`src/rtl/core/sha256s_pkg.sv`:
```
// sha256s_pkg: shared types, round constants and sigma functions of the stream hasher
// used by every module under rtl/core; depends on nothing
`default_nettype none

package sha256s_pkg;

	localparam int unsigned NUM_WORDS = 8;

	typedef logic [NUM_WORDS-1:0][31:0] hash_arr_t;

	// request from the sequencer to the window and round datapath
	typedef struct packed {
		logic       load;       // shift one byte into the message window
		logic [7:0] load_byte;
		logic       start;      // copy hash words into the working variables
		logic       round_en;   // run one compression round
		logic [5:0] rnd;
		logic       add_en;     // fold working variables into the hash words
		logic       init;       // reload the initial hash values
	} ctl_t;

	localparam logic [31:0] H_INIT [NUM_WORDS] = '{
		32'h6A09E667, 32'hBB67AE85, 32'h3C6EF372, 32'hA54FF53A,
		32'h510E527F, 32'h9B05688C, 32'h1F83D9AB, 32'h5BE0CD19
	};

	localparam logic [31:0] K_ROUND [64] = '{
		32'h428A2F98, 32'h71374491, 32'hB5C0FBCF, 32'hE9B5DBA5,
		32'h3956C25B, 32'h59F111F1, 32'h923F82A4, 32'hAB1C5ED5,
		32'hD807AA98, 32'h12835B01, 32'h243185BE, 32'h550C7DC3,
		32'h72BE5D74, 32'h80DEB1FE, 32'h9BDC06A7, 32'hC19BF174,
		32'hE49B69C1, 32'hEFBE4786, 32'h0FC19DC6, 32'h240CA1CC,
		32'h2DE92C6F, 32'h4A7484AA, 32'h5CB0A9DC, 32'h76F988DA,
		32'h983E5152, 32'hA831C66D, 32'hB00327C8, 32'hBF597FC7,
		32'hC6E00BF3, 32'hD5A79147, 32'h06CA6351, 32'h14292967,
		32'h27B70A85, 32'h2E1B2138, 32'h4D2C6DFC, 32'h53380D13,
		32'h650A7354, 32'h766A0ABB, 32'h81C2C92E, 32'h92722C85,
		32'hA2BFE8A1, 32'hA81A664B, 32'hC24B8B70, 32'hC76C51A3,
		32'hD192E819, 32'hD6990624, 32'hF40E3585, 32'h106AA070,
		32'h19A4C116, 32'h1E376C08, 32'h2748774C, 32'h34B0BCB5,
		32'h391C0CB3, 32'h4ED8AA4A, 32'h5B9CCA4F, 32'h682E6FF3,
		32'h748F82EE, 32'h78A5636F, 32'h84C87814, 32'h8CC70208,
		32'h90BEFFFA, 32'hA4506CEB, 32'hBEF9A3F7, 32'hC67178F2
	};

	localparam logic [7:0] PAD_MARK = 8'h80;
	localparam logic [5:0] LEN_POS  = 6'd56;

	function automatic logic [31:0] bsig0(input logic [31:0] x);
		return {x[1:0], x[31:2]} ^ {x[12:0], x[31:13]} ^ {x[21:0], x[31:22]};
	endfunction

	function automatic logic [31:0] bsig1(input logic [31:0] x);
		return {x[5:0], x[31:6]} ^ {x[10:0], x[31:11]} ^ {x[24:0], x[31:25]};
	endfunction

	function automatic logic [31:0] ssig0(input logic [31:0] x);
		return {x[6:0], x[31:7]} ^ {x[17:0], x[31:18]} ^ {3'b000, x[31:3]};
	endfunction

	function automatic logic [31:0] ssig1(input logic [31:0] x);
		return {x[16:0], x[31:17]} ^ {x[18:0], x[31:19]} ^ {10'd0, x[31:10]};
	endfunction

	function automatic logic [31:0] ch(input logic [31:0] e, input logic [31:0] f,
		input logic [31:0] g);
		return (e & f) ^ (~e & g);
	endfunction

	function automatic logic [31:0] maj(input logic [31:0] a, input logic [31:0] b,
		input logic [31:0] c);
		return (a & b) ^ (a & c) ^ (b & c);
	endfunction

endpackage

`default_nettype wire

```
`src/rtl/core/sha256s_in_if.sv`:
```
// sha256s_in_if: message byte channel, valid/ready with byte, byte flag and end flag
// no dependencies
`default_nettype none

interface sha256s_in_if;
	logic       valid;
	logic       ready;
	logic [7:0] data_byte;
	logic       has_byte;
	logic       end_of_message;

	modport source (output valid, output data_byte, output has_byte, output end_of_message,
		input ready);
	modport sink (input valid, input data_byte, input has_byte, input end_of_message,
		output ready);
endinterface

`default_nettype wire

```
`src/rtl/core/sha256s_out_if.sv`:
```
// sha256s_out_if: digest word channel, valid/ready with word, index and last flag
// no dependencies
`default_nettype none

interface sha256s_out_if;
	logic        valid;
	logic        ready;
	logic [31:0] digest_word;
	logic [2:0]  word_index;
	logic        last_word;

	modport source (output valid, output digest_word, output word_index, output last_word,
		input ready);
	modport sink (input valid, input digest_word, input word_index, input last_word,
		output ready);
endinterface

`default_nettype wire

```
`src/rtl/core/sha256s_sched.sv`:
```
// sha256s_sched: 16-word message window, filled a byte at a time, then run as the
// message schedule shift line; depends on sha256s_pkg
`default_nettype none

module sha256s_sched (
	input  wire                      clk,
	input  wire sha256s_pkg::ctl_t   ctl,
	output logic [31:0]              w
);

	logic [31:0] win_q [16];

	// first 16 rounds take the loaded words, later ones extend the schedule
	always_comb begin
		if (ctl.rnd < 6'd16) begin
			w = win_q[0];
		end else begin
			w = sha256s_pkg::ssig1(win_q[14]) + win_q[9] + sha256s_pkg::ssig0(win_q[1])
				+ win_q[0];
		end
	end

	always_ff @(posedge clk) begin
		if (ctl.load) begin
			for (int i = 0; i < 15; i++) begin
				win_q[i] <= {win_q[i][23:0], win_q[i+1][31:24]};
			end
			win_q[15] <= {win_q[15][23:0], ctl.load_byte};
		end else if (ctl.round_en) begin
			for (int i = 0; i < 15; i++) begin
				win_q[i] <= win_q[i+1];
			end
			win_q[15] <= w;
		end
	end

endmodule

`default_nettype wire

```
`src/rtl/core/sha256s_round.sv`:
```
// sha256s_round: working variables, hash words and the shared round unit
// depends on sha256s_pkg
`default_nettype none

module sha256s_round (
	input  wire                     clk,
	input  wire                     arst_n,
	input  wire sha256s_pkg::ctl_t  ctl,
	input  wire [31:0]              w,
	output sha256s_pkg::hash_arr_t  hash
);

	logic [31:0] hash_q [8];
	logic [31:0] work_q [8];
	logic [31:0] t1;
	logic [31:0] t2;

	always_comb begin
		t1 = work_q[7] + sha256s_pkg::bsig1(work_q[4])
			+ sha256s_pkg::ch(work_q[4], work_q[5], work_q[6])
			+ sha256s_pkg::K_ROUND[ctl.rnd] + w;
		t2 = sha256s_pkg::bsig0(work_q[0]) + sha256s_pkg::maj(work_q[0], work_q[1], work_q[2]);
	end

	always_comb begin
		for (int i = 0; i < 8; i++) begin
			hash[i] = hash_q[i];
		end
	end

	always_ff @(posedge clk or negedge arst_n) begin
		if (!arst_n) begin
			for (int i = 0; i < 8; i++) begin
				hash_q[i] <= sha256s_pkg::H_INIT[i];
			end
		end else if (ctl.init) begin
			for (int i = 0; i < 8; i++) begin
				hash_q[i] <= sha256s_pkg::H_INIT[i];
			end
		end else if (ctl.add_en) begin
			for (int i = 0; i < 8; i++) begin
				hash_q[i] <= hash_q[i] + work_q[i];
			end
		end
	end

	always_ff @(posedge clk) begin
		if (ctl.start) begin
			for (int i = 0; i < 8; i++) begin
				work_q[i] <= hash_q[i];
			end
		end else if (ctl.round_en) begin
			work_q[7] <= work_q[6];
			work_q[6] <= work_q[5];
			work_q[5] <= work_q[4];
			work_q[4] <= work_q[3] + t1;
			work_q[3] <= work_q[2];
			work_q[2] <= work_q[1];
			work_q[1] <= work_q[0];
			work_q[0] <= t1 + t2;
		end
	end

endmodule

`default_nettype wire

```
`src/rtl/core/sha256s_ctrl.sv`:
```
// sha256s_ctrl: sequencer for byte loading, padding, rounds and digest output
// depends on sha256s_pkg
`default_nettype none

module sha256s_ctrl (
	input  wire                clk,
	input  wire                arst_n,
	input  wire                msg_valid,
	input  wire [7:0]          data_byte,
	input  wire                has_byte,
	input  wire                end_of_message,
	output logic               msg_ready,
	output logic               dig_valid,
	input  wire                dig_ready,
	output logic [2:0]         idx,
	output sha256s_pkg::ctl_t  ctl
);

	localparam logic [2:0] S_IDLE  = 3'd0;
	localparam logic [2:0] S_PAD   = 3'd1;
	localparam logic [2:0] S_ROUND = 3'd2;
	localparam logic [2:0] S_ADD   = 3'd3;
	localparam logic [2:0] S_EMIT  = 3'd4;

	localparam logic [5:0] LEN_POS_C = sha256s_pkg::LEN_POS;

	logic [2:0]  state_q;
	logic [5:0]  fill_q;
	logic [60:0] count_q;
	logic [63:0] len_q;
	logic        mark_q;
	logic        lenok_q;
	logic        pad_q;
	logic        fin_q;
	logic [5:0]  rnd_q;
	logic [2:0]  idx_q;

	logic       acc_in;
	logic       acc_out;
	logic       lenok_now;
	logic       go_round;
	logic [7:0] pad_byte;

	always_comb begin
		acc_in    = msg_valid && (state_q == S_IDLE);
		acc_out   = dig_ready && (state_q == S_EMIT);
		// marker decides whether the length still fits in this block
		lenok_now = mark_q ? (fill_q < LEN_POS_C) : lenok_q;
		if (mark_q) begin
			pad_byte = sha256s_pkg::PAD_MARK;
		end else if (lenok_q && fill_q >= LEN_POS_C) begin
			pad_byte = len_q[63:56];
		end else begin
			pad_byte = 8'h00;
		end

		ctl.load      = (acc_in && has_byte) || (state_q == S_PAD);
		ctl.load_byte = (state_q == S_PAD) ? pad_byte : data_byte;
		ctl.start     = ctl.load && (fill_q == 6'd63);
		ctl.round_en  = (state_q == S_ROUND);
		ctl.rnd       = rnd_q;
		ctl.add_en    = (state_q == S_ADD);
		ctl.init      = acc_out && (idx_q == 3'd7);
		go_round      = ctl.start;

		msg_ready = (state_q == S_IDLE);
		dig_valid = (state_q == S_EMIT);
		idx       = idx_q;
	end

	always_ff @(posedge clk or negedge arst_n) begin
		if (!arst_n) begin
			state_q <= S_IDLE;
			fill_q  <= '0;
			count_q <= '0;
			len_q   <= '0;
			mark_q  <= 1'b0;
			lenok_q <= 1'b0;
			pad_q   <= 1'b0;
			fin_q   <= 1'b0;
			rnd_q   <= '0;
			idx_q   <= '0;
		end else begin
			if (ctl.load) begin
				fill_q <= fill_q + 6'd1;
			end
			unique case (state_q)
				S_IDLE: begin
					if (acc_in) begin
						pad_q  <= end_of_message;
						mark_q <= 1'b1;
						fin_q  <= 1'b0;
						if (has_byte) begin
							count_q <= count_q + 61'd1;
						end
						if (go_round) begin
							rnd_q   <= '0;
							state_q <= S_ROUND;
						end else if (end_of_message) begin
							state_q <= S_PAD;
						end
					end
				end
				S_PAD: begin
					mark_q  <= 1'b0;
					lenok_q <= lenok_now;
					if (mark_q) begin
						len_q <= {count_q, 3'b000};
					end else if (lenok_q && fill_q >= LEN_POS_C) begin
						len_q <= {len_q[55:0], 8'h00};
					end
					if (go_round) begin
						fin_q   <= lenok_now;
						rnd_q   <= '0;
						state_q <= S_ROUND;
					end
				end
				S_ROUND: begin
					rnd_q <= rnd_q + 6'd1;
					if (rnd_q == 6'd63) begin
						state_q <= S_ADD;
					end
				end
				S_ADD: begin
					if (fin_q) begin
						idx_q   <= '0;
						state_q <= S_EMIT;
					end else if (pad_q) begin
						// length goes into the extra block
						lenok_q <= 1'b1;
						state_q <= S_PAD;
					end else begin
						state_q <= S_IDLE;
					end
				end
				S_EMIT: begin
					if (acc_out) begin
						idx_q <= idx_q + 3'd1;
						if (idx_q == 3'd7) begin
							fill_q  <= '0;
							count_q <= '0;
							pad_q   <= 1'b0;
							fin_q   <= 1'b0;
							lenok_q <= 1'b0;
							state_q <= S_IDLE;
						end
					end
				end
				default: begin
					state_q <= S_IDLE;
				end
			endcase
		end
	end

endmodule

`default_nettype wire

```
`src/rtl/core/sha256_stream_hasher.sv`:
```
// sha256_stream_hasher: SHA-256 over a byte stream, digest out as eight words
// depends on sha256s_pkg, sha256s_in_if, sha256s_out_if, sha256s_ctrl, sha256s_sched,
// sha256s_round
//
// msg carries one request per byte (has_byte) and may flag the end of the message
// (end_of_message, with or without a byte). dig returns the digest as eight 32-bit
// words, most significant first, word_index 0..7, last_word on the eighth.
// The 64th byte of a block starts the compression, which holds msg.ready low
// through 64 rounds in one round unit and one hash update. End of message appends
// the marker, zeros and the bit length one byte per cycle and compresses one or two
// more blocks; at worst the marker lands at byte 56 and the length is pushed into an
// extra block, so two blocks are compressed before the first digest word.
// While digest words are offered, msg.ready stays low; a stalled dig.ready holds the
// current word. After the eighth word is taken the hash words reload their initial
// values and msg.ready returns the next cycle.
// Reset leaves the block idle and ready, with the initial hash values loaded.
`default_nettype none

module sha256_stream_hasher (
	input  wire             clk,
	input  wire             arst_n,
	sha256s_in_if.sink      msg,
	sha256s_out_if.source   dig
);

	sha256s_pkg::ctl_t       ctl;
	sha256s_pkg::hash_arr_t  hash;
	logic [31:0]             w;
	logic [2:0]              idx;

	sha256s_ctrl u_ctrl (
		.clk            (clk),
		.arst_n         (arst_n),
		.msg_valid      (msg.valid),
		.data_byte      (msg.data_byte),
		.has_byte       (msg.has_byte),
		.end_of_message (msg.end_of_message),
		.msg_ready      (msg.ready),
		.dig_valid      (dig.valid),
		.dig_ready      (dig.ready),
		.idx            (idx),
		.ctl            (ctl)
	);

	sha256s_sched u_sched (
		.clk (clk),
		.ctl (ctl),
		.w   (w)
	);

	sha256s_round u_round (
		.clk    (clk),
		.arst_n (arst_n),
		.ctl    (ctl),
		.w      (w),
		.hash   (hash)
	);

	assign dig.digest_word = hash[idx];
	assign dig.word_index  = idx;
	assign dig.last_word   = (idx == 3'd7);

`ifndef SYNTHESIS
	a_no_overlap: assert property (@(posedge clk) disable iff (!arst_n)
		!(msg.ready && dig.valid))
		else $error("input ready while digest words pending");

	a_ready_after_digest: assert property (@(posedge clk) disable iff (!arst_n)
		(dig.valid && dig.ready && dig.last_word) |=> (msg.ready && !dig.valid))
		else $error("block not idle after last digest word");

	a_empty_request: assert property (@(posedge clk) disable iff (!arst_n)
		(msg.valid && msg.ready && !msg.has_byte && !msg.end_of_message) |=> msg.ready)
		else $error("empty request started work");
`endif

endmodule

`default_nettype wire
```
`src/flat_wrapper.sv`:
```
// flat-port wrapper written by rule: the top's interface ports become plain ports
module sha256_stream_hasher_flat 
  (clk, arst_n, msg_valid, msg_data_byte, msg_has_byte, msg_end_of_message, msg_ready, dig_valid, dig_digest_word, dig_word_index, dig_last_word, dig_ready);
  sha256s_in_if msg_i ();
  sha256s_out_if dig_i ();
  input  wire clk;
  input  wire arst_n;
  input wire logic [$bits(msg_i.valid)-1:0] msg_valid;
  input wire logic [$bits(msg_i.data_byte)-1:0] msg_data_byte;
  input wire logic [$bits(msg_i.has_byte)-1:0] msg_has_byte;
  input wire logic [$bits(msg_i.end_of_message)-1:0] msg_end_of_message;
  output wire logic [$bits(msg_i.ready)-1:0] msg_ready;
  output wire logic [$bits(dig_i.valid)-1:0] dig_valid;
  output wire logic [$bits(dig_i.digest_word)-1:0] dig_digest_word;
  output wire logic [$bits(dig_i.word_index)-1:0] dig_word_index;
  output wire logic [$bits(dig_i.last_word)-1:0] dig_last_word;
  input wire logic [$bits(dig_i.ready)-1:0] dig_ready;
  assign msg_i.valid = msg_valid;
  assign msg_i.data_byte = msg_data_byte;
  assign msg_i.has_byte = msg_has_byte;
  assign msg_i.end_of_message = msg_end_of_message;
  assign msg_ready = msg_i.ready;
  assign dig_valid = dig_i.valid;
  assign dig_digest_word = dig_i.digest_word;
  assign dig_word_index = dig_i.word_index;
  assign dig_last_word = dig_i.last_word;
  assign dig_i.ready = dig_ready;
  sha256_stream_hasher u_core (.clk(clk), .arst_n(arst_n), .msg(msg_i), .dig(dig_i));
endmodule
```
`config.mk`:
```
export PLATFORM = sky130hd
export DESIGN_NAME = sha256_stream_hasher_flat
export DESIGN_NICKNAME = d
export VERILOG_FILES = /design/src/rtl/core/sha256s_pkg.sv /design/src/rtl/core/sha256s_in_if.sv /design/src/rtl/core/sha256s_out_if.sv /design/src/rtl/core/sha256s_sched.sv /design/src/rtl/core/sha256s_round.sv /design/src/rtl/core/sha256s_ctrl.sv /design/src/rtl/core/sha256_stream_hasher.sv /design/src/flat_wrapper.sv
export SDC_FILE = /design/constraint.sdc
export NUM_CORES = 2
export LEC_CHECK = 0
export ABC_AREA = 1
export ABC_CLOCK_PERIOD_IN_PS = 17400
export BUFFER_PORTS_ARGS = -buffer_cell sky130_fd_sc_hd__buf_2
export CORE_UTILIZATION = 55
export DETAILED_ROUTE_END_ITERATION = 10
export PLACE_DENSITY = 0.8
export RECOVER_POWER = 100
export SYNTH_ARGS = -nofsm -noshare
export SYNTH_HDL_FRONTEND = slang
export SYNTH_SLANG_ARGS = --single-unit
```
`constraint.sdc`:
```
create_clock -name clk -period 17.4 [get_ports clk]
set_clock_uncertainty 0.15 [all_clocks]
set_input_delay 2.61 -clock clk [delete_from_list [all_inputs] [get_ports clk]]
set_output_delay 2.61 -clock clk [all_outputs]
set_load 0.02 [all_outputs]
```
==> metrics.csv <==
stage,metric,value,unit
clock_network,"Clk pin slew, worst setup/hold paths",0.06,ns
timing,post-route worst setup slack,3.02,ns
final_layout,fraction of layout instances using a drive strength above 1,4.78,%
grt,via count of the first global-routing pass,72500,
worst_setup_path,cell chain of the critical path,"clkbuf_1, ha_1, nand3_1, nand2_1, clkbuf_1, clkbuf_1, o21ai_0",
worst_hold_path,Min-Delay Endpoint,u_core.u_round.hash[128],
worst_hold_path,min-delay src,u_core.u_round.hash[128],
worst_setup_path,family with the most delay on the worst path,buffers and inverters,
timing,worst hold slack,0.361,ns
worst_setup_path,CP arrival,14.68,ns
routing,drt first pass iters,7,
final_layout,relative area change from synthesis to final layout,7.58,%
timing,Final setup violation count,0,
grt,largest net degree at the start of global routing,214,
worst_setup_path,kind of end point of the critical path,flop,
timing,summed negative setup slack over all endpoints,0,ns
yosys,Yosys cell types,68,
placed_design,setup slack at placement,6.97,ns
grt,global routing usage on met1,63.2,%
final_layout,most frequent cells in the layout,"2606 x sky130_fd_sc_hd__nand2_1, 1488 x sky130_fd_sc_hd__inv_1, 1266 x sky130_fd_sc_hd__o21ai_0",
grt,Overall Global Routing Usage,43.7,%
worst_setup_path,Crit path largest cell delay,3.62,ns
clock_network,TritonCTS clock tree,yes,
clock_network,clock latency reported for the late side of the worst-skew pair,0.80,ns
grt,wire length of the first global-routing pass,487000,um
worst_setup_path,Crit-path slowest cell,sky130_fd_sc_hd__clkbuf_1,
clock_network,root buffer selected by CTS,sky130_fd_sc_hd__clkbuf_16,
clock_network,clock net sink count,1168,
yosys,synthesized flop and latch total,1168,
die,Std-Cell Core Area,150000,sq um
die,width of the die,391,um
clock_network,number of hold buffers added after cts,0,
worst_setup_path,most frequent CP cell,sky130_fd_sc_hd__clkbuf_1,
yosys,Synth Instances,10500,
yosys,"Cell Area, Synth",83100,sq um
final_layout,"most common cell after layout, fill and taps aside",sky130_fd_sc_hd__nand2_1,
placed_design,number of port buffers,51,
grt,GR Layer Usage met2,58.1,%
yosys,"Avg Cell Area, Syn",7.89,sq um
die,die outline area,153000,sq um
routing,total vias in the final route,78200,
grt,Most Crowded Layer GR,met1,
clock_network,Post-CTS Setup Bufs,0,
worst_setup_path,depth of the worst register-to-register path,7,
die,I/O pin cnt,52,
timing,headroom to the max-slew limit,-451,%
routing,total routed wirelength,339000,um
timing,actual slew at the worst max-slew pin,8.27,ns
die,Die Y,391,um
routing,average wire per cell in the routed design,27.1,um
routing,number of DRC violations after detailed routing,0,
die,starting utilization of the core area,55.5,%
routing,vias per cell,6.24,
placed_design,placement-stage cell area,85100,sq um
timing,final hold violations,0,
worst_setup_path,number of buffers and inverters on the critical path,3,
clock_network,H-tree levels,4,
grt,initial antenna violation count,23,
timing,minimum period implied by the final worst setup slack,14.38,ns
worst_setup_path,internal reg-to-reg setup slack,3.02,ns
die,standard-cell row count,142,
clock_network,number of gates given a new drive strength after cts,0,
timing,Max Slew Vio Count,2286,
grt,grt ovf,0,
yosys,ys async rst share,34.2,%
timing,highest clock rate,0.0696,GHz
final_layout,final design area excluding fillers,89400,sq um
timing,RSZ-0062 raised after global routing,no,
yosys,YS warnings,0,
clock_network,Clock Path Buffers,3,
worst_setup_path,required time at the worst-slack endpoint,17.70,ns
worst_hold_path,worst min-delay path class,flop to flop,
yosys,Post-synth EDFFs,768,
clock_network,number of buffers created by CTS,136,
worst_hold_path,Hold Path Depth,2,
run_status,violations in the final reports,"capacitance limit, slew limit",
worst_setup_path,category of the worst setup path launch point,flop,
worst_setup_path,capture instance of the worst register-to-register path,u_core.u_round.hash[183],
routing,Antenna Nets Post-Route,0,
final_layout,final layout net count,11000,
worst_setup_path,type of the worst setup path,flop to flop,
grt,met3 Track Usage GR,17.6,%
yosys,Post-Synthesis Net Count,11100,
placed_design,RePlAce Congestion,1.11,
timing,part of the cycle the worst path needs,82.6,%
worst_setup_path,largest fanout on the critical path,73,
placed_design,final HPWL from detailed placement,259000,um
yosys,top_reg_cell synth,sky130_fd_sc_hd__edfxtp_1,
job,maximum capacitance violations,35,
run_status,run status,finished with violations,
worst_setup_path,start of the worst register-to-register path,u_core.u_ctrl.idx[2],
yosys,proportion of synthesized chip area in sequential cells,40.0,%
routing,drt initial violations,11400,
## how the worst max path moves through the flow
stage	from	to	slack (ns)	cells after the start
detailed placement	u_core.u_sched.win_q[7][22]	u_core.u_round.work_q[0][26]	6.97	41
floorplan	msg_valid	u_core.u_sched.win_q[0][0]	1.67	10
finish	u_core.u_ctrl.idx[2]	u_core.u_round.hash[183]	3.02	7
CTS	u_core.u_sched.win_q[7][22]	u_core.u_round.work_q[0][26]	6.89	41
global placement	u_core.u_sched.win_q[7][22]	u_core.u_round.work_q[0][26]	6.93	42
global route	u_core.u_ctrl.idx[2]	u_core.u_sched.win_q[6][29]	3.14	13
## worst min-delay path, delay by kind of cell, from the launching register on
kind            cells  cell delay (ns)
compound gates      1             0.07
buf+inv             1             0.07
flops               1             0.37
## routing by layer
layer | share of wire (%) | vias up
li1 | - | 34700
met1 | 41 | 37600
met2 | 39 | 5098
met3 | 16 | 813
met4 | 4.1 | 24
met5 | 0.043 | -
## final cells by class
type / instances / area [sq um]
fill: 13400 / 60400
sequential: 1168 / 33200
timing repair buffer: 152 / 882
antenna: 11 / 27.5
clock buffer: 183 / 3750
clock inverter: 66 / 862
tap: 2016 / 2520
inverter: 1506 / 5680
multi-input combinational: 7416 / 42400
## kinds of logic after synthesis
logic type,synth area share [%]
flip-flops,40.0
AO/OA/AOI/OAI,17.1
buffers and inverters,8.81
XOR/XNOR,4.53
AND/OR/NAND/NOR,18.6
adder cells (fa/ha/maj),11.0
## cells in the mapped netlist (136+ instances only)
library cell | number | area, sq um
sky130_fd_sc_hd__nand3_1 | 304 | 1520
sky130_fd_sc_hd__xor2_1 | 255 | 2230
sky130_fd_sc_hd__a21oi_1 | 673 | 3370
sky130_fd_sc_hd__inv_1 | 1491 | 5600
sky130_fd_sc_hd__nand2_1 | 2602 | 9770
sky130_fd_sc_hd__a31oi_1 | 142 | 888
sky130_fd_sc_hd__fa_1 | 197 | 3940
sky130_fd_sc_hd__dfstp_2 | 136 | 3570
sky130_fd_sc_hd__dfrtp_1 | 264 | 6610
sky130_fd_sc_hd__xnor2_1 | 175 | 1530
sky130_fd_sc_hd__edfxtp_1 | 768 | 23100
sky130_fd_sc_hd__nor2_1 | 584 | 2190
sky130_fd_sc_hd__o21ai_0 | 1265 | 6330
sky130_fd_sc_hd__ha_1 | 412 | 5150
sky130_fd_sc_hd__clkbuf_1 | 382 | 1430
## sequential cells by signal, indices dropped and copies added (netlist names)
| signal | flops |
|---|---|
| u_core.u_ctrl.count_q | 61 |
| u_core.u_ctrl.fill_q | 6 |
| u_core.u_ctrl.fin_q | 1 |
| u_core.u_ctrl.idx | 3 |
| u_core.u_ctrl.len_q | 61 |
| u_core.u_ctrl.lenok_q | 1 |
| u_core.u_ctrl.mark_q | 1 |
| u_core.u_ctrl.pad_q | 1 |
| u_core.u_ctrl.rnd_q | 6 |
| u_core.u_ctrl.state_q | 3 |
| u_core.u_round.hash | 256 |
| u_core.u_round.work_q | 256 |
| u_core.u_sched.win_q | 512 |
## metrics by stage
stage | utilization [%] | cells
2_1_floorplan | - | 10500
3_3_place_gp | 56.8 | 12300
3_5_place_dp | 56.8 | 12300
4_1_cts | 59.9 | 12500
5_1_grt | 59.6 | 12500
6_report | 59.7 | 12500
Power is left out: the tool's default activity adds up to more than one toggle a clock period on the data nets, which glitch-free logic cannot reach.
